`config.mk`:
```
export PLATFORM = sky130hd
export DESIGN_NAME = joystick_tank_drive_mixer_flat
export DESIGN_NICKNAME = d
export VERILOG_FILES = /design/src/jtdm_pkg.sv /design/src/jtdm_if.sv /design/src/jtdm_div.sv /design/src/jtdm_ctrl.sv /design/src/jtdm_dp.sv /design/src/joystick_tank_drive_mixer.sv /design/src/flat_wrapper.sv
export SDC_FILE = /design/constraint.sdc
export NUM_CORES = 1
export LEC_CHECK = 0
export BUFFER_PORTS_ARGS = -buffer_cell sky130_fd_sc_hd__buf_2
export CELL_PAD_IN_SITES_DETAIL_PLACEMENT = 0
export CELL_PAD_IN_SITES_GLOBAL_PLACEMENT = 1
export CORE_AREA = 2 2 208 169
export CTS_CLUSTER_SIZE = 16
export DETAILED_ROUTE_END_ITERATION = 6
export DIE_AREA = 0 0 210 171
export PLACE_DENSITY_LB_ADDON = 0.1
export SLEW_MARGIN = 20
export SYNTH_ARGS = -nofsm -noshare
export SYNTH_HDL_FRONTEND = slang
export SYNTH_SLANG_ARGS = --single-unit
```
`constraint.sdc`:
```
create_clock -name clk -period 13.5 [get_ports clk]
set_input_delay 2.025 -clock clk [delete_from_list [all_inputs] [get_ports clk]]
set_output_delay 2.025 -clock clk [all_outputs]
set_load 0.1 [all_outputs]
```
`src/jtdm_pkg.sv`:
```
// jtdm_pkg: shared constants, types and codes of the joystick tank drive mixer.
// No dependencies; every other file of the block imports it.
package jtdm_pkg;

    localparam int MAX_GEAR_DEF = 4;

    localparam int AXIS_W = 12;              // raw axis and register width
    localparam int DUTY_W = 12;              // duty output width
    localparam int GEAR_OUT_W = 3;           // gear_now width
    localparam int IDX_W = 2;                // register index width

    localparam int DIV_NUM_W = 23;           // (raw - c) * 2048 needs 23 bits
    localparam int DIV_SHORT_W = 13;         // track magnitude up to 4096
    localparam int DIV_DEN_W = 12;
    localparam int DIV_Q_W = 13;
    localparam int DIV_CNT_W = $clog2(DIV_NUM_W + 1);

    localparam logic [AXIS_W-1:0] RAW_MAX = 12'd4095;
    localparam logic [AXIS_W-1:0] CENTER_MIN = 12'd1;
    localparam logic [AXIS_W-1:0] CENTER_MAX = 12'd4094;
    localparam logic [AXIS_W-1:0] FULL_SCALE = 12'd2048;

    localparam logic [AXIS_W-1:0] CENTER_RST = 12'd2048;
    localparam logic [AXIS_W-1:0] DEAD_HIGH_RST = 12'd300;
    localparam logic [AXIS_W-1:0] DEAD_LOW_RST = 12'd200;

    // register indexes
    localparam logic [IDX_W-1:0] REG_CENTER_X = 2'd0;
    localparam logic [IDX_W-1:0] REG_CENTER_Y = 2'd1;
    localparam logic [IDX_W-1:0] REG_DEAD_HIGH = 2'd2;
    localparam logic [IDX_W-1:0] REG_DEAD_LOW = 2'd3;

    typedef enum logic [2:0] {
        S_IDLE,
        S_MAP_GO,
        S_MAP_WAIT,
        S_MIX,
        S_TRK_GO,
        S_TRK_WAIT,
        S_DONE
    } state_t;

    typedef struct packed {
        logic load;          // latch the frame, update gear and button history
        logic start_map;     // start the axis divisions
        logic start_trk;     // start the track divisions by the gear
        logic mix;           // dead zone and track mix
        logic out_load;      // load the result word
    } dp_cmd_t;

    typedef struct packed {
        logic div_done;
    } dp_stat_t;

endpackage

```
`src/jtdm_if.sv`:
```
// jtdm_if: valid/ready channels of the mixer: frame in, duty out, register write.
// Depends on jtdm_pkg for field widths.
interface jtdm_frame_if
    import jtdm_pkg::*;
    ();
    logic              valid;
    logic              ready;
    logic [AXIS_W-1:0] x_raw;
    logic [AXIS_W-1:0] y_raw;
    logic              slower_button;
    logic              faster_button;

    modport source (output valid, x_raw, y_raw, slower_button, faster_button, input ready);
    modport sink (input valid, x_raw, y_raw, slower_button, faster_button, output ready);
endinterface

interface jtdm_duty_if
    import jtdm_pkg::*;
    ();
    logic                  valid;
    logic                  ready;
    logic [DUTY_W-1:0]     right_forward;
    logic [DUTY_W-1:0]     right_reverse;
    logic [DUTY_W-1:0]     left_forward;
    logic [DUTY_W-1:0]     left_reverse;
    logic [GEAR_OUT_W-1:0] gear_now;

    modport source (output valid, right_forward, right_reverse, left_forward, left_reverse,
                    gear_now, input ready);
    modport sink (input valid, right_forward, right_reverse, left_forward, left_reverse,
                  gear_now, output ready);
endinterface

interface jtdm_cfg_if
    import jtdm_pkg::*;
    ();
    logic              valid;
    logic              ready;
    logic [IDX_W-1:0]  index;
    logic [AXIS_W-1:0] data;

    modport source (output valid, index, data, input ready);
    modport sink (input valid, index, data, output ready);
endinterface

```
`src/jtdm_div.sv`:
```
// jtdm_div: restoring divider, one quotient bit per cycle, 23 or 13 steps.
// Depends on jtdm_pkg for widths.
module jtdm_div
    import jtdm_pkg::*;
(
    input  logic                 clk,
    input  logic                 rst_n,
    input  logic                 start,
    input  logic                 short_op,
    input  logic [DIV_NUM_W-1:0] num,
    input  logic [DIV_DEN_W-1:0] den,
    output logic [DIV_Q_W-1:0]   quo,
    output logic                 done
);

    logic [DIV_NUM_W-1:0] nq_reg, nq_next;
    logic [DIV_DEN_W-1:0] rem_reg, rem_next;
    logic [DIV_DEN_W-1:0] den_reg, den_next;
    logic [DIV_CNT_W-1:0] cnt_reg, cnt_next;
    logic                 busy_reg, busy_next;
    logic                 done_reg, done_next;
    logic [DIV_DEN_W:0]   trial;
    logic                 fits;

    // shift in the next numerator bit and try a subtraction
    assign trial = {rem_reg, nq_reg[DIV_NUM_W-1]};
    assign fits = trial >= {1'b0, den_reg};

    always_comb
    begin
        nq_next = nq_reg;
        rem_next = rem_reg;
        den_next = den_reg;
        cnt_next = cnt_reg;
        busy_next = busy_reg;
        done_next = done_reg;
        if (start)
        begin
            // short operands are pre-aligned to the top so fewer steps suffice
            nq_next = short_op ? {num[DIV_SHORT_W-1:0], (DIV_NUM_W - DIV_SHORT_W)'(0)} : num;
            rem_next = '0;
            den_next = den;
            cnt_next = short_op ? DIV_CNT_W'(DIV_SHORT_W) : DIV_CNT_W'(DIV_NUM_W);
            busy_next = 1'b1;
            done_next = 1'b0;
        end
        else if (busy_reg)
        begin
            nq_next = {nq_reg[DIV_NUM_W-2:0], fits};
            rem_next = fits ? DIV_DEN_W'(trial - {1'b0, den_reg}) : trial[DIV_DEN_W-1:0];
            cnt_next = cnt_reg - 1'b1;
            if (cnt_reg == DIV_CNT_W'(1))
            begin
                busy_next = 1'b0;
                done_next = 1'b1;
            end
        end
    end

    always_ff @(posedge clk or negedge rst_n)
    begin
        if (!rst_n)
        begin
            busy_reg <= 1'b0;
            done_reg <= 1'b0;
            cnt_reg <= '0;
        end
        else
        begin
            busy_reg <= busy_next;
            done_reg <= done_next;
            cnt_reg <= cnt_next;
        end
    end

    always_ff @(posedge clk)
    begin
        nq_reg <= nq_next;
        rem_reg <= rem_next;
        den_reg <= den_next;
    end

    assign quo = nq_reg[DIV_Q_W-1:0];
    assign done = done_reg;

endmodule

```
`src/jtdm_ctrl.sv`:
```
// jtdm_ctrl: sequencing state machine of the mixer and the result valid flag.
// Depends on jtdm_pkg for state, command and status types.
module jtdm_ctrl
    import jtdm_pkg::*;
(
    input  logic     clk,
    input  logic     rst_n,
    input  logic     in_valid,
    output logic     in_ready,
    output logic     out_valid,
    input  logic     out_ready,
    output dp_cmd_t  cmd,
    input  dp_stat_t stat
);

    state_t state_reg, state_next;
    logic   out_valid_reg, out_valid_next;
    logic   slot_free;

    assign slot_free = !out_valid_reg || out_ready;

    always_comb
    begin
        state_next = state_reg;
        unique case (state_reg)
            S_IDLE:     if (in_valid) state_next = S_MAP_GO;
            S_MAP_GO:   state_next = S_MAP_WAIT;
            S_MAP_WAIT: if (stat.div_done) state_next = S_MIX;
            S_MIX:      state_next = S_TRK_GO;
            S_TRK_GO:   state_next = S_TRK_WAIT;
            S_TRK_WAIT: if (stat.div_done) state_next = S_DONE;
            S_DONE:     if (slot_free) state_next = S_IDLE;
            default:    state_next = S_IDLE;
        endcase
    end

    always_comb
    begin
        cmd = '0;
        in_ready = 1'b0;
        unique case (state_reg)
            S_IDLE:
            begin
                in_ready = 1'b1;
                cmd.load = in_valid;
            end
            S_MAP_GO:   cmd.start_map = 1'b1;
            S_MIX:      cmd.mix = 1'b1;
            S_TRK_GO:   cmd.start_trk = 1'b1;
            S_DONE:     cmd.out_load = slot_free;
            default:    cmd = '0;
        endcase
    end

    always_comb
    begin
        out_valid_next = out_valid_reg;
        if (cmd.out_load)
            out_valid_next = 1'b1;
        else if (out_ready)
            out_valid_next = 1'b0;
    end

    always_ff @(posedge clk or negedge rst_n)
    begin
        if (!rst_n)
        begin
            state_reg <= S_IDLE;
            out_valid_reg <= 1'b0;
        end
        else
        begin
            state_reg <= state_next;
            out_valid_reg <= out_valid_next;
        end
    end

    assign out_valid = out_valid_reg;

    // a result word never overwrites one still waiting
    a_no_overwrite: assert property (@(posedge clk) disable iff (!rst_n)
        cmd.out_load |-> (!out_valid_reg || out_ready))
        else $error("result word overwritten while stalled");

    // an accepted frame always starts the axis divisions next
    a_accept_starts: assert property (@(posedge clk) disable iff (!rst_n)
        (in_valid && in_ready) |=> cmd.start_map)
        else $error("accepted frame did not start the divider");

    // a divider start always clears its done flag
    a_start_clears_done: assert property (@(posedge clk) disable iff (!rst_n)
        (cmd.start_map || cmd.start_trk) |=> !stat.div_done)
        else $error("divider done flag not cleared by start");

    // a result is only loaded after the track divisions finished
    a_load_after_div: assert property (@(posedge clk) disable iff (!rst_n)
        cmd.out_load |-> stat.div_done)
        else $error("result loaded before the divisions finished");

endmodule

```
`src/jtdm_dp.sv`:
```
// jtdm_dp: mixer datapath: registers, gear state, axis mapping, dead zone, mix, duties.
// Depends on jtdm_pkg and the divider jtdm_div.
module jtdm_dp
    import jtdm_pkg::*;
#(
    parameter int MAX_GEAR = MAX_GEAR_DEF
)
(
    input  logic                  clk,
    input  logic                  rst_n,
    input  dp_cmd_t               cmd,
    output dp_stat_t              stat,
    input  logic [AXIS_W-1:0]     x_raw,
    input  logic [AXIS_W-1:0]     y_raw,
    input  logic                  slower_button,
    input  logic                  faster_button,
    input  logic                  cfg_we,
    input  logic [IDX_W-1:0]      cfg_index,
    input  logic [AXIS_W-1:0]     cfg_data,
    output logic [DUTY_W-1:0]     right_forward,
    output logic [DUTY_W-1:0]     right_reverse,
    output logic [DUTY_W-1:0]     left_forward,
    output logic [DUTY_W-1:0]     left_reverse,
    output logic [GEAR_OUT_W-1:0] gear_now
);

    localparam int GEAR_W = $clog2(MAX_GEAR + 1);

    // configuration
    logic [AXIS_W-1:0] center_x_reg, center_y_reg, dead_high_reg, dead_low_reg;

    // state
    logic [GEAR_W-1:0] gear_reg, gear_next, gear_up;
    logic              slower_prev_reg, faster_prev_reg;
    logic              x_dz_reg, y_dz_reg, x_dz_next, y_dz_next;

    // per-word working registers
    logic [AXIS_W-1:0]  x_raw_reg, y_raw_reg;
    logic signed [13:0] tr_reg, tl_reg, tr_next, tl_next;

    // output word
    logic [DUTY_W-1:0]     rf_reg, rr_reg, lf_reg, lr_reg;
    logic [GEAR_OUT_W-1:0] gear_out_reg;

    // dividers
    logic [DIV_NUM_W-1:0] num_x, num_y;
    logic [DIV_DEN_W-1:0] den_x, den_y;
    logic [DIV_Q_W-1:0]   q_x, q_y;
    logic                 done_x, done_y;
    logic                 div_start;

    logic [AXIS_W-1:0]  cx, cy;
    logic               gt_x, gt_y;
    logic signed [12:0] vx_map, vy_map, vx, vy;
    logic [12:0]        tr_mag, tl_mag;
    logic [DUTY_W-1:0]  r_sat, l_sat;

    function automatic logic [AXIS_W-1:0] clamp_center(input logic [AXIS_W-1:0] c);
        logic [AXIS_W-1:0] r;
        r = c;
        if (c < CENTER_MIN)
            r = CENTER_MIN;
        else if (c > CENTER_MAX)
            r = CENTER_MAX;
        return r;
    endfunction

    function automatic logic signed [12:0] map_value(input logic gt,
                                                     input logic [DIV_Q_W-1:0] q);
        logic signed [12:0] v;
        v = $signed({1'b0, q[AXIS_W-1:0]});
        if (!gt)
            v = v - $signed({1'b0, FULL_SCALE});
        return v;
    endfunction

    // hysteresis: above high releases, below low captures, between keeps
    function automatic logic dz_flag(input logic signed [12:0] v, input logic flag,
                                     input logic [AXIS_W-1:0] hi,
                                     input logic [AXIS_W-1:0] lo);
        logic [12:0] m;
        logic        f;
        m = v[12] ? 13'(-v) : 13'(v);
        f = flag;
        if (m > {1'b0, hi})
            f = 1'b0;
        else if (m < {1'b0, lo})
            f = 1'b1;
        return f;
    endfunction

    function automatic logic [12:0] abs14(input logic signed [13:0] t);
        logic signed [13:0] a;
        a = t[13] ? -t : t;
        return a[12:0];
    endfunction

    function automatic logic [DUTY_W-1:0] sat_duty(input logic [DIV_Q_W-1:0] q);
        logic [DUTY_W-1:0] d;
        d = (q > {1'b0, FULL_SCALE}) ? FULL_SCALE : q[DUTY_W-1:0];
        return d;
    endfunction

    // configuration writes
    always_ff @(posedge clk or negedge rst_n)
    begin
        if (!rst_n)
        begin
            center_x_reg <= CENTER_RST;
            center_y_reg <= CENTER_RST;
            dead_high_reg <= DEAD_HIGH_RST;
            dead_low_reg <= DEAD_LOW_RST;
        end
        else if (cfg_we)
        begin
            unique case (cfg_index)
                REG_CENTER_X:  center_x_reg <= cfg_data;
                REG_CENTER_Y:  center_y_reg <= cfg_data;
                REG_DEAD_HIGH: dead_high_reg <= cfg_data;
                REG_DEAD_LOW:  dead_low_reg <= cfg_data;
                default:       center_x_reg <= center_x_reg;
            endcase
        end
    end

    // gear: slower edge first, then faster edge, each bounded on its own
    always_comb
    begin
        gear_up = gear_reg;
        if (slower_button && !slower_prev_reg && gear_reg < GEAR_W'(MAX_GEAR))
            gear_up = gear_reg + 1'b1;
        gear_next = gear_up;
        if (faster_button && !faster_prev_reg && gear_up > GEAR_W'(1))
            gear_next = gear_up - 1'b1;
    end

    // axis mapping operands, or the track magnitudes and gear for the track divisions
    always_comb
    begin
        cx = clamp_center(center_x_reg);
        cy = clamp_center(center_y_reg);
        gt_x = x_raw_reg > cx;
        gt_y = y_raw_reg > cy;
        if (cmd.start_trk)
        begin
            num_x = DIV_NUM_W'(abs14(tr_reg));
            num_y = DIV_NUM_W'(abs14(tl_reg));
            den_x = DIV_DEN_W'(gear_reg);
            den_y = DIV_DEN_W'(gear_reg);
        end
        else
        begin
            num_x = gt_x ? {x_raw_reg - cx, 11'd0} : {x_raw_reg, 11'd0};
            num_y = gt_y ? {y_raw_reg - cy, 11'd0} : {y_raw_reg, 11'd0};
            den_x = gt_x ? RAW_MAX - cx : cx;
            den_y = gt_y ? RAW_MAX - cy : cy;
        end
    end

    assign div_start = cmd.start_map || cmd.start_trk;

    jtdm_div u_div_x (
        .clk      (clk),
        .rst_n    (rst_n),
        .start    (div_start),
        .short_op (cmd.start_trk),
        .num      (num_x),
        .den      (den_x),
        .quo      (q_x),
        .done     (done_x)
    );

    jtdm_div u_div_y (
        .clk      (clk),
        .rst_n    (rst_n),
        .start    (div_start),
        .short_op (cmd.start_trk),
        .num      (num_y),
        .den      (den_y),
        .quo      (q_y),
        .done     (done_y)
    );

    assign stat.div_done = done_x && done_y;

    // dead zone and mix
    always_comb
    begin
        vx_map = map_value(gt_x, q_x);
        vy_map = map_value(gt_y, q_y);
        x_dz_next = dz_flag(vx_map, x_dz_reg, dead_high_reg, dead_low_reg);
        y_dz_next = dz_flag(vy_map, y_dz_reg, dead_high_reg, dead_low_reg);
        vx = x_dz_next ? 13'sd0 : vx_map;
        vy = y_dz_next ? 13'sd0 : vy_map;
        tr_next = 14'(vy) + 14'(vx);
        tl_next = 14'(vy) - 14'(vx);
    end

    assign tr_mag = abs14(tr_reg);
    assign tl_mag = abs14(tl_reg);
    assign r_sat = sat_duty(q_x);
    assign l_sat = sat_duty(q_y);

    always_ff @(posedge clk or negedge rst_n)
    begin
        if (!rst_n)
        begin
            gear_reg <= GEAR_W'(1);
            slower_prev_reg <= 1'b0;
            faster_prev_reg <= 1'b0;
            x_dz_reg <= 1'b0;
            y_dz_reg <= 1'b0;
        end
        else
        begin
            if (cmd.load)
            begin
                gear_reg <= gear_next;
                slower_prev_reg <= slower_button;
                faster_prev_reg <= faster_button;
            end
            if (cmd.mix)
            begin
                x_dz_reg <= x_dz_next;
                y_dz_reg <= y_dz_next;
            end
        end
    end

    always_ff @(posedge clk)
    begin
        if (cmd.load)
        begin
            x_raw_reg <= x_raw;
            y_raw_reg <= y_raw;
        end
        if (cmd.mix)
        begin
            tr_reg <= tr_next;
            tl_reg <= tl_next;
        end
        if (cmd.out_load)
        begin
            // a zero track gives a zero magnitude, so both sides read 0
            rf_reg <= (!tr_reg[13] && tr_mag != 13'd0) ? r_sat : '0;
            rr_reg <= (!tr_reg[13] && tr_mag != 13'd0) ? '0 : r_sat;
            lf_reg <= (!tl_reg[13] && tl_mag != 13'd0) ? l_sat : '0;
            lr_reg <= (!tl_reg[13] && tl_mag != 13'd0) ? '0 : l_sat;
            gear_out_reg <= GEAR_OUT_W'(gear_reg);
        end
    end

    assign right_forward = rf_reg;
    assign right_reverse = rr_reg;
    assign left_forward = lf_reg;
    assign left_reverse = lr_reg;
    assign gear_now = gear_out_reg;

endmodule

```
`src/joystick_tank_drive_mixer.sv`:
```
// joystick_tank_drive_mixer: top level, joins controller, datapath and channels.
// Depends on jtdm_pkg, jtdm_if, jtdm_ctrl, jtdm_dp (which holds jtdm_div).
//
// Use: one joystick frame word enters on 'frame' (valid/ready); one duty word
// leaves on 'duty' for every frame: forward and reverse duty of each track
// (0..2048) and the gear divisor in force after the frame.
// 'cfg' writes the centre and dead zone registers by index; it is always ready.
// The user writes it only while no frame is in flight; the block does not enforce it.
// Sequence: after acceptance a frame runs through the two axis dividers (one
// quotient bit a cycle), then the same dividers divide the tracks by the gear,
// with sequencing states between, before its duty word is loaded. One frame
// is in flight at a time and the input is ready again in the cycle after the
// word is loaded, so no new frame is taken before the last word is loaded;
// throughput is limited by the shared bit-serial dividers.
// Stall: the finished word sits in an output register; the next frame is
// accepted and processed meanwhile and waits at the end until the register
// is taken.
// Reset: centres 2048, dead zone 300/200, gear 1, dead zone flags and button
// history cleared, no word pending.
module joystick_tank_drive_mixer
    import jtdm_pkg::*;
#(
    parameter int MAX_GEAR = MAX_GEAR_DEF
)
(
    input logic         clk,
    input logic         rst_n,
    jtdm_frame_if.sink  frame,
    jtdm_duty_if.source duty,
    jtdm_cfg_if.sink    cfg
);

    dp_cmd_t  cmd;
    dp_stat_t stat;

    assign cfg.ready = 1'b1;

    jtdm_ctrl u_ctrl (
        .clk       (clk),
        .rst_n     (rst_n),
        .in_valid  (frame.valid),
        .in_ready  (frame.ready),
        .out_valid (duty.valid),
        .out_ready (duty.ready),
        .cmd       (cmd),
        .stat      (stat)
    );

    jtdm_dp #(
        .MAX_GEAR (MAX_GEAR)
    ) u_dp (
        .clk           (clk),
        .rst_n         (rst_n),
        .cmd           (cmd),
        .stat          (stat),
        .x_raw         (frame.x_raw),
        .y_raw         (frame.y_raw),
        .slower_button (frame.slower_button),
        .faster_button (frame.faster_button),
        .cfg_we        (cfg.valid),
        .cfg_index     (cfg.index),
        .cfg_data      (cfg.data),
        .right_forward (duty.right_forward),
        .right_reverse (duty.right_reverse),
        .left_forward  (duty.left_forward),
        .left_reverse  (duty.left_reverse),
        .gear_now      (duty.gear_now)
    );

endmodule

```
`src/flat_wrapper.sv`:
```
// flat-port wrapper written by rule: the top's interface ports become plain ports
module joystick_tank_drive_mixer_flat import jtdm_pkg::*;
#(
    parameter int MAX_GEAR = MAX_GEAR_DEF
)
  (clk, rst_n, frame_valid, frame_x_raw, frame_y_raw, frame_slower_button, frame_faster_button, frame_ready, duty_valid, duty_right_forward, duty_right_reverse, duty_left_forward, duty_left_reverse, duty_gear_now, duty_ready, cfg_valid, cfg_index, cfg_data, cfg_ready);
  jtdm_frame_if frame_i ();
  jtdm_duty_if duty_i ();
  jtdm_cfg_if cfg_i ();
  input logic clk;
  input logic rst_n;
  input wire logic [$bits(frame_i.valid)-1:0] frame_valid;
  input wire logic [$bits(frame_i.x_raw)-1:0] frame_x_raw;
  input wire logic [$bits(frame_i.y_raw)-1:0] frame_y_raw;
  input wire logic [$bits(frame_i.slower_button)-1:0] frame_slower_button;
  input wire logic [$bits(frame_i.faster_button)-1:0] frame_faster_button;
  output wire logic [$bits(frame_i.ready)-1:0] frame_ready;
  output wire logic [$bits(duty_i.valid)-1:0] duty_valid;
  output wire logic [$bits(duty_i.right_forward)-1:0] duty_right_forward;
  output wire logic [$bits(duty_i.right_reverse)-1:0] duty_right_reverse;
  output wire logic [$bits(duty_i.left_forward)-1:0] duty_left_forward;
  output wire logic [$bits(duty_i.left_reverse)-1:0] duty_left_reverse;
  output wire logic [$bits(duty_i.gear_now)-1:0] duty_gear_now;
  input wire logic [$bits(duty_i.ready)-1:0] duty_ready;
  input wire logic [$bits(cfg_i.valid)-1:0] cfg_valid;
  input wire logic [$bits(cfg_i.index)-1:0] cfg_index;
  input wire logic [$bits(cfg_i.data)-1:0] cfg_data;
  output wire logic [$bits(cfg_i.ready)-1:0] cfg_ready;
  assign frame_i.valid = frame_valid;
  assign frame_i.x_raw = frame_x_raw;
  assign frame_i.y_raw = frame_y_raw;
  assign frame_i.slower_button = frame_slower_button;
  assign frame_i.faster_button = frame_faster_button;
  assign frame_ready = frame_i.ready;
  assign duty_valid = duty_i.valid;
  assign duty_right_forward = duty_i.right_forward;
  assign duty_right_reverse = duty_i.right_reverse;
  assign duty_left_forward = duty_i.left_forward;
  assign duty_left_reverse = duty_i.left_reverse;
  assign duty_gear_now = duty_i.gear_now;
  assign duty_i.ready = duty_ready;
  assign cfg_i.valid = cfg_valid;
  assign cfg_i.index = cfg_index;
  assign cfg_i.data = cfg_data;
  assign cfg_ready = cfg_i.ready;
  joystick_tank_drive_mixer #(.MAX_GEAR(MAX_GEAR)) u_core (.clk(clk), .rst_n(rst_n), .frame(frame_i), .duty(duty_i), .cfg(cfg_i));
endmodule
```
==> results of run 1 <==
-- layout by cell type (no fill, tap or decap), drive strengths merged, types with 31 or more instances in the layout --
master	netlist	routed
buf	13	115
ha	126	126
clkbuf	53	39
xnor2	98	98
nand2	117	117
dfrtp	63	63
o21ai	127	127
nor3	40	40
inv	146	146
mux2i	38	38
a21oi	83	83
mux2	42	42
and2	39	39
xor2	31	31
nor2	117	117
edfxtp	172	172
-- layout make-up --
class / instances / area (µm²)
Antenna cell: 1 / 2.50
Clock buffer: 39 / 836
Clock inverter: 17 / 166
Fill cell: 3118 / 15400
Inverter: 148 / 556
Multi-Input combinational cell: 1185 / 8540
Sequential cell: 269 / 7480
Tap cell: 441 / 552
Timing Repair Buffer: 115 / 623
-- final timing paths --
path                                               from                      endpoint  slack, ps
setup / recovery           u_core.u_dp.center_y_reg[11]        u_core.u_dp.tl_reg[12]       4200
hold / removal                 u_core.u_dp.u_div_x.done      u_core.u_dp.u_div_x.done        510
setup reg to reg           u_core.u_dp.center_y_reg[11]        u_core.u_dp.tl_reg[12]       4200
hold reg to reg                u_core.u_dp.u_div_x.done      u_core.u_dp.u_div_x.done        510
max in group asynchronous                         rst_n       u_core.u_dp.gear_reg[2]      11130
min in group asynchronous                         rst_n  u_core.u_dp.dead_high_reg[6]       1260
-- cells by family (layout without fill, tap and decap cells) --
family                     after synthesis  count (layout)
xor gates and xnor gates               129             129
DFF                                    269             269
adders and majority gates              134             134
muxes                                   80              80
other                                    1               2
and+or+nand+nor                        458             458
buffers and inverters                  214             319
AOI/OAI and AO/OA                      383             383
-- per-layer routing --
layer / vias up / share of wire, %
met5: - / 0
met4: 0 / 1.6
met3: 51 / 7.3
met2: 390 / 41
met1: 6118 / 50
li1: 6136 / -
-- report_power, final --
| group | total, µW | switching, µW | internal [µW] |
|---|---|---|---|
| clock | 835 | 344 | 491 |
| sequential | 1580 | 271 | 1310 |
| combinational | 3140 | 1900 | 1240 |
-- metrics by stage --
step / power [µW] / worst slack (ps) / hold slack [ps] / cell area (µm²) / utilization (%)
floorplan: 3880 / 5110 / 462 / 16800 / -
global placement: 4650 / 4520 / 478 / 17800 / 52.0
detailed placement: 4700 / 4330 / 493 / 17800 / 52.0
CTS: 5560 / 4240 / 508 / 18800 / 55.0
global route: 6000 / 3360 / 522 / 18800 / 55.0
finish: 5550 / 4200 / 505 / 18800 / 55.0
-- worst register-to-register path, delay by kind of cell (launching register included) --
family	cells	cell delay, ps
AOI/OAI and AO/OA	14	3600
buffers and inverters	2	320
xor gates and xnor gates	2	240
adders and majority gates	7	2380
and+or+nand+nor	11	1910
DFF	1	580
==> run summary, run 1 <==
status: finished clean
GPL Wtd Cong: 0.908
WP data arrival: 9600 ps
vias in the first global route: 12,000
register area share after synthesis: 44.6%
GRT overflow: 0
cell area power density: 296 nW/µm²
vias per cell: 5.73
Worst-Skew Late Latency: 580 ps
met2 usage: 37.6%
critical path's top delay family: compound AO/OA/AOI/OAI gates
synth top area cells: edfxtp_1 (31%), dfrtp_1 (9.4%), ha_1 (9.4%), xnor2_1 (5.0%), o21ai_0 (3.7%)
total setup buffers inserted after CTS: 0
Highest Clock Rate: 108 MHz
CP Capture Type: flip-flop
Synth Area in Adders: 10.2%
Seq cells post-synth: 269
Max rail drop VDD: 0.131 mV
NumNets Final: 1,926
Synth async-reset ratio: 27.1%
Primary FF master, synth: edfxtp_1
hold depth: 2
Syn Inst Count: 1,668
largest net degree at the start of global routing: 65
count leader, synth: edfxtp_1
Die Y: 171 µm
post-synthesis simple-gate area fraction: 13.6%
final setup TNS: 0 ps
RSZ-0062 raised after global routing: no
fin crit share: 68.9%
num ports: 99
Final Slew Violations: 0
floorplan row count: 61
minimum clock period: 9300 ps
Final Instance Count excl. Fillers: 2,215
CTS resizes: 0
synth cell count leaders: edfxtp_1 (172), inv_1 (144), ha_1 (126)
P_leak: 0.00805 µW
initial antenna violation count: 0
Synth Area in Compound Gates: 14.7%
dpl hpwl: 35.1 mm
Slowest-stage cell, CP: a21oi_4
Synth Area in XOR/XNOR: 6.82%
Initial DRC Count: 1,085
setup violators final: 0
chip width: 210 µm
clock root cell: clkbuf_16
post-synthesis mux area share: 5.08%
Reg2Reg Depth: 36
First-pass DRT Iterations: 7
CP Buf/Inv Count: 2
clock sink count: 269
max-cap violations: 0
Worst setup SP type: flip-flop
Post-synth EDFFs: 172
Initial Util: 49.2%
die area: 35,900 µm²
Mapped Avg Cell Area: 10.1 µm²
global-route wire length before repair: 71.3 mm
clock buffer depth: 3
final hold vios: 0
Slew headroom: 32.4%
clock slew at reported path FFs: 60 ps
crit-path max FO: 26
HP Class: flip-flop to flip-flop
Total GRT Usage: 26.2%
grt met3 use: 5.38%
most used routing layer: met1
unique cell type count in the Yosys netlist: 87
Area Overhead vs Synth: 11.7%
H-tree levels: 1
top cell type's share of synthesized area: 30.7%
Worst Skew: 28.0 ps
Setup Crit Path Kind: flip-flop to flip-flop
Hold Buf Count CTS: 0
synthesized cell area: 16,800 µm²
Core Area: 34,100 µm²
met1 usage: 40.7%
worst-margin pin slew: 1010 ps
Worst path max stage delay: 780 ps
Yosys top cell by area: edfxtp_1
Routed Antenna Nets: 0
share of post-route cells with drive strength above 1: 13.9%
Critical Path Stages: 36
Worst EP required: 13,810 ps
CTS tree: built
drt wl/cell: 21.0 µm
largest family of logic cells by synthesized area: compound AO/OA/AOI/OAI gates
DRC: 0
final wirelength: 46.5 mm
I/O Buffers: 97
syn nets: 1,845
Vias: 12,700
Ys Warns: 0
clock buffer count from CTS: 30
DP Cell Count: 2,158
Note: power is estimated with default switching activity, not from simulation.
==> run 2: changes to the inputs <==
--- a/config.mk
+++ b/config.mk
@@ -8,10 +8,10 @@
 export BUFFER_PORTS_ARGS = -buffer_cell sky130_fd_sc_hd__buf_2
 export CELL_PAD_IN_SITES_DETAIL_PLACEMENT = 0
 export CELL_PAD_IN_SITES_GLOBAL_PLACEMENT = 1
-export CORE_AREA = 2 2 208 169
+export CORE_AREA = 2 2 222 180
 export CTS_CLUSTER_SIZE = 16
 export DETAILED_ROUTE_END_ITERATION = 6
-export DIE_AREA = 0 0 210 171
+export DIE_AREA = 0 0 224 182
 export PLACE_DENSITY_LB_ADDON = 0.1
 export SLEW_MARGIN = 20
 export SYNTH_ARGS = -nofsm -noshare
==> constraint.sdc (replaced) <==
create_clock -name clk -period 8.2 [get_ports clk]
set_input_delay 1.23 -clock clk [delete_from_list [all_inputs] [get_ports clk]]
set_output_delay 1.23 -clock clk [all_outputs]
set_load 0.1 [all_outputs]
==> run 2 against run 1 <==
Largest power group unchanged. Via count down 0.39%. Critical path type unchanged. Global-route usage down 2.6 points. Critical endpoint is now u_core.u_dp.tl_reg[10]. Final cell count up 3.6%. Cell area up 1.5%. First-iteration DRC count down 23%.
==> run summary, run 2 (synthesized netlist as in run 1, its figures left out) <==
GRT overflow: 0 (unchanged)
Vias: 12,600 (-0.39%)
Area Overhead vs Synth: 13.4%
minimum clock period: 7730 ps (-1570 ps)
die area: 40,800 µm² (+14%)
CTS tree: built
worst hold start: u_core.u_dp.faster_prev_reg
clock slew at reported path FFs: 60 ps (about the same)
Reg2Reg Depth: 39 (+8.3%)
P_leak: 0.00815 µW (+1.2%)
fillers: 3,655 (+17%)
Setup Crit Path Kind: flip-flop to flip-flop
clock buffer depth: 3 (unchanged)
most used cell, CP: a21o_1
dpl hpwl: 35.9 mm (+2.4%)
HP Class: flip-flop to flip-flop
hold depth: 1 (-1)
PnR worst setup slack: 473 ps (-3730 ps)
final setup TNS: 0 ps (unchanged)
largest net degree at the start of global routing: 74 (+14%)
Highest Clock Rate: 129 MHz (+20%)
Worst Skew: 9.16 ps (-18.9 ps)
Initial Util: 43.3% (-5.9 points)
H-tree levels: 1 (unchanged)
Worst path max stage delay: 600 ps (-180 ps)
Register-to-Register Setup Slack: 470 ps (-3730 ps)
commonest non-fill, non-tap cell in the layout: edfxtp_1
Worst EP required: 8530 ps (-5280 ps)
First-pass DRT Iterations: 5 (-2)
hold path endpoint: u_core.u_dp.faster_prev_reg
critical path's top delay family: compound AO/OA/AOI/OAI gates
clock buffer count from CTS: 30 (unchanged)
RR Endpoint: u_core.u_dp.tl_reg[10]
worst-margin pin slew: 1000 ps (-11.2 ps)
Worst-Skew Late Latency: 570 ps (about the same)
worst r2r src: u_core.u_dp.center_y_reg[11]
global-route wire length before repair: 73.8 mm (+3.6%)
fin util: 49.1% (-5.9 points)
I/O Buffers: 97 (unchanged)
CP Capture Type: flip-flop
Max rail drop VDD: 0.204 mV (+56%)
Hold Buf Count CTS: 0 (unchanged)
max-cap violations: 0 (unchanged)
Core Area: 38,800 µm² (+14%)
Final Slew Violations: 0 (unchanged)
Initial DRC Count: 832 (-23%)
crit-path max FO: 13 (-50%)
Worst setup SP type: flip-flop
final hold vios: 0 (unchanged)
floorplan row count: 65 (+6.6%)
status: finished clean
cell area power density: 491 nW/µm² (+66%)
DP Worst Slack: -101 ps (-4430 ps)
WP data arrival: 8060 ps (-1540 ps)
NumNets Final: 1,946 (+1.0%)
most frequent cells in the layout: edfxtp_1 (172), inv_1 (141), ha_1 (124)
GPL Wtd Cong: 0.927 (+2.2%)
vias in the first global route: 12,300 (+2.2%)
DRC: 0 (unchanged)
chip width: 224 µm (+6.7%)
num ports: 99 (unchanged)
vias per cell: 5.51 (-3.9%)
clock root cell: clkbuf_16
Slew headroom: 33.1% (+0.75 points)
initial antenna violation count: 2 (+2)
fin crit share: 94.2% (+25 points)
Routed Antenna Nets: 0 (unchanged)
final wirelength: 47.8 mm (+2.8%)
Die Y: 182 µm (+6.4%)
Total GRT Usage: 23.6% (-2.6 points)
setup violators final: 0 (unchanged)
CP Buf/Inv Count: 4 (+2)
clock sink count: 269 (unchanged)
drt wl/cell: 20.8 µm (-0.78%)
Slowest-stage cell, CP: dfstp_2
Antenna diodes: 0 (-1)
share of post-route cells with drive strength above 1: 15.8% (+1.9 points)
==> run 2: cell types whose count changed in the layout (fill, tap and decap cells not counted), sizes merged <==
cell	delta
buf	+20
inv	+1
clkinvlp	-1
bufinv	-2
diode	-1
clkinv	+6
clkbuf	-4
==> run 2: worst max path at each step <==
| stage | end | start | cells past startpoint |
|---|---|---|---|
| global route | u_core.u_dp.tl_reg[12] | u_core.u_dp.center_y_reg[2] | 37 |
| floorplan | u_core.u_dp.tl_reg[12] | u_core.u_dp.center_y_reg[11] | 39 |
| CTS | u_core.u_dp.tl_reg[12] | u_core.u_dp.center_x_reg[8] | 37 |
| detailed placement | u_core.u_dp.tl_reg[12] | u_core.u_dp.center_y_reg[2] | 36 |
| finish | u_core.u_dp.tl_reg[10] | u_core.u_dp.center_y_reg[11] | 39 |
| global placement | u_core.u_dp.tl_reg[12] | u_core.u_dp.center_y_reg[10] | 36 |
==> run 2: power breakdown <==
group | internal [µW] | switching (µW)
Sequential | 2150 | 438
Clock | 723 | 584
Combinational | 2200 | 3260
==> run 2: what timing repair did <==
item / 4_1_cts / 5_1_grt
resized for setup: 3 / 26
setup endpoints to repair: 5 / 12
cloned: 0 / 0
pin swaps: 0 / 5
setup buffers: 0 / 4
==> run 2: final cells by class <==
| class | count | area (µm²) | area share [%] |
|---|---|---|---|
| repair buffers | 135 | 792 | 4.16 |
| multi-input cells | 1185 | 8640 | 45.4 |
| clock buffers | 35 | 791 | 4.15 |
| flip-flops and latches | 269 | 7480 | 39.3 |
| clock inverters | 21 | 146 | 0.769 |
| well taps | 502 | 628 | 3.30 |
| inverters | 148 | 556 | 2.92 |
==> run 2: per-layer routing <==
layer	vias to the layer above	wire, µm	global-route usage (%)
li1	6177	-	-
met1	6124	24900	37.3
met2	286	19300	33.0
met3	58	2590	4.21
met4	0	945	4.93
met5	-	0	0
==> run 2: per-stage QoR <==
stage | instance area [µm²] | hold slack (ps) | cells | total power, µW
CTS | 18900 | 499 | 2291 | 9250
global route | 19000 | 524 | 2295 | 10100
detailed placement | 18000 | 485 | 2235 | 7870
finish | 19000 | 497 | 2295 | 9350
floorplan | 16800 | 462 | 1668 | 6390
global placement | 18000 | 479 | 2235 | 7840
==> run 3: changes to the inputs <==
--- a/config.mk
+++ b/config.mk
@@ -13,7 +13,9 @@
 export DETAILED_ROUTE_END_ITERATION = 6
 export DIE_AREA = 0 0 224 182
 export PLACE_DENSITY_LB_ADDON = 0.1
+export REMOVE_ABC_BUFFERS = 1
 export SLEW_MARGIN = 20
 export SYNTH_ARGS = -nofsm -noshare
 export SYNTH_HDL_FRONTEND = slang
 export SYNTH_SLANG_ARGS = --single-unit
+export TNS_END_PERCENT = 5
==> run 3 against run 2 <==
Critical path depth down 4. Non-clock buffer count unchanged. Total power down 0.27%. Die area unchanged. Sequential share of layout area down 0.11 points. Largest power group unchanged.
==> run summary, run 3 (synthesized netlist as in run 1, its figures left out) <==
CTS tree: built
dpl hpwl: 35.3 mm (-1.7%)
global-route wire length before repair: 72.5 mm (-1.8%)
CP Buf/Inv Count: 2 (-2)
CP Capture Type: flip-flop
PnR worst setup slack: 437 ps (-36.4 ps)
critical path's top delay family: compound AO/OA/AOI/OAI gates
fillers: 3,608 (-1.3%)
Worst EP required: 8650 ps (+120 ps)
Routed Antenna Nets: 0 (unchanged)
hold path endpoint: u_core.u_dp.dead_high_reg[10]
status: finished clean
setup violators final: 0 (unchanged)
Core Area: 38,800 µm² (unchanged)
Final Instance Area: 19,100 µm² (+0.28%)
chip width: 224 µm (unchanged)
P_leak: 0.00817 µW (+0.29%)
Worst-Skew Late Latency: 570 ps (about the same)
fin util: 49.2% (+0.14 points)
clock buffer count from CTS: 31 (+3.3%)
Antenna diodes: 0 (unchanged)
crit-path max FO: 11 (-2)
clock slew at reported path FFs: 60 ps (about the same)
Slowest-stage cell, CP: dfstp_2
Highest Clock Rate: 129 MHz (-0.47%)
Die Y: 182 µm (unchanged)
WP data arrival: 8210 ps (+150 ps)
share of post-route cells with drive strength above 1: 15.7% (-0.11 points)
floorplan row count: 65 (unchanged)
vias per cell: 5.53 (+0.39%)
Slew headroom: 30.3% (-2.8 points)
final hold vios: 0 (unchanged)
worst hold start: u_core.u_dp.dead_high_reg[10]
Initial DRC Count: 1,095 (+32%)
Worst setup SP type: flip-flop
vias in the first global route: 12,300 (+0.20%)
Worst Skew: 15.6 ps (+6.48 ps)
clock sink count: 269 (unchanged)
Max rail drop VDD: 0.192 mV (-6.1%)
I/O Buffers: 97 (unchanged)
HP Class: flip-flop to flip-flop
commonest non-fill, non-tap cell in the layout: edfxtp_1
fin crit share: 94.7% (+0.44 points)
Final Slew Violations: 0 (unchanged)
worst r2r src: u_core.u_dp.center_y_reg[11]
drt wl/cell: 20.5 µm (-1.5%)
RR Endpoint: u_core.u_dp.tr_reg[13]
total chip power: 9330 µW (-0.27%)
Reg2Reg Depth: 35 (-10%)
largest net degree at the start of global routing: 52 (-30%)
DP Worst Slack: -305 ps (-204 ps)
cell area power density: 488 nW/µm² (-0.55%)
minimum clock period: 7760 ps (+36.4 ps)
Register-to-Register Setup Slack: 440 ps (-40 ps)
Area Overhead vs Synth: 13.7%
die area: 40,800 µm² (unchanged)
Initial Util: 43.3% (unchanged)
NumNets Final: 1,947 (+0.051%)
Setup Crit Path Kind: flip-flop to flip-flop
GRT overflow: 0 (unchanged)
most frequent cells in the layout: edfxtp_1 (172), inv_1 (142), ha_1 (124)
clock buffer depth: 3 (unchanged)
hold depth: 1 (unchanged)
clock root cell: clkbuf_16
Vias: 12,700 (+0.39%)
Hold Buf Count CTS: 0 (unchanged)
DRC: 0 (unchanged)
Worst path max stage delay: 580 ps (-20 ps)
GPL Wtd Cong: 0.904 (-2.6%)
H-tree levels: 1 (unchanged)
worst-margin pin slew: 1040 ps (+41.5 ps)
most used cell, CP: a21o_1
max-cap violations: 0 (unchanged)
num ports: 99 (unchanged)
First-pass DRT Iterations: 5 (unchanged)
area post-placement: 18,000 µm² (unchanged)
Total GRT Usage: 23.1% (-0.45 points)
initial antenna violation count: 1 (-1)
final wirelength: 47.1 mm (-1.5%)
run 3: per-layer routing:
metal,vias up,share of wire (%),GRT usage (%)
li1,6180,-,-
met4,0,1.5,3.89
met5,-,0,0
met3,49,5.3,2.75
met1,6140,52,36.6
met2,325,41,34.0
run 3: metrics by stage:
step           instances  TNS, ps  hold WS (ps)
3_5_place_dp        2235    -1230           496
2_1_floorplan       1602    -6280           462
6_report            2295        0           510
4_1_cts             2291        0           511
3_3_place_gp        2235     -483           479
5_1_grt             2295    -21.5           523
run 3: report_power, final:
part	internal (µW)	total (µW)	switching (µW)
registers	2150	2580	430
clock network	817	1390	569
logic	2180	5360	3180
total	5150	9330	4170
run 3: worst register-to-register path: cells and delay by family (launching register included):
| kind | cells | cell delay, ps |
|---|---|---|
| adders and majority gates | 5 | 1550 |
| xor gates and xnor gates | 1 | 100 |
| DFF | 1 | 580 |
| and+or+nand+nor | 11 | 1940 |
| buffers and inverters | 2 | 290 |
| AOI/OAI and AO/OA | 16 | 3190 |
run 3: area by class of cell:
class                      instances  area, µm²  share of cell area (%)
clock buffer                      39        806                    4.22
clock inverter                    17        189                   0.989
inverter                         148        556                    2.91
multi-input combinational       1185       8640                    45.3
sequential                       269       7480                    39.2
tap                              502        628                    3.29
timing repair buffer             135        790                    4.13
run 3: worst max-delay path by stage:
| stage | start | to | slack [ps] | cells after the start |
|---|---|---|---|---|
| 6_report | u_core.u_dp.center_y_reg[11] | u_core.u_dp.tr_reg[13] | 440 | 35 |
| 5_1_grt | u_core.u_dp.center_x_reg[11] | u_core.u_dp.tl_reg[12] | -20 | 36 |
| 4_1_cts | u_core.u_dp.center_x_reg[2] | u_core.u_dp.tl_reg[12] | 40 | 36 |
| 3_5_place_dp | u_core.u_dp.center_x_reg[2] | u_core.u_dp.tl_reg[12] | -310 | 37 |
| 3_3_place_gp | u_core.u_dp.center_x_reg[2] | u_core.u_dp.tl_reg[12] | -230 | 37 |
| 2_1_floorplan | u_core.u_dp.center_y_reg[11] | u_core.u_dp.tl_reg[12] | -950 | 36 |
run 3: timing repair:
| action | in CTS | in global routing |
|---|---|---|
| gates resized for setup | 5 | 26 |
| endpoints found under the setup margin | 8 | 10 |
| pin swaps | 0 | 4 |
| buffers inserted | 0 | 4 |
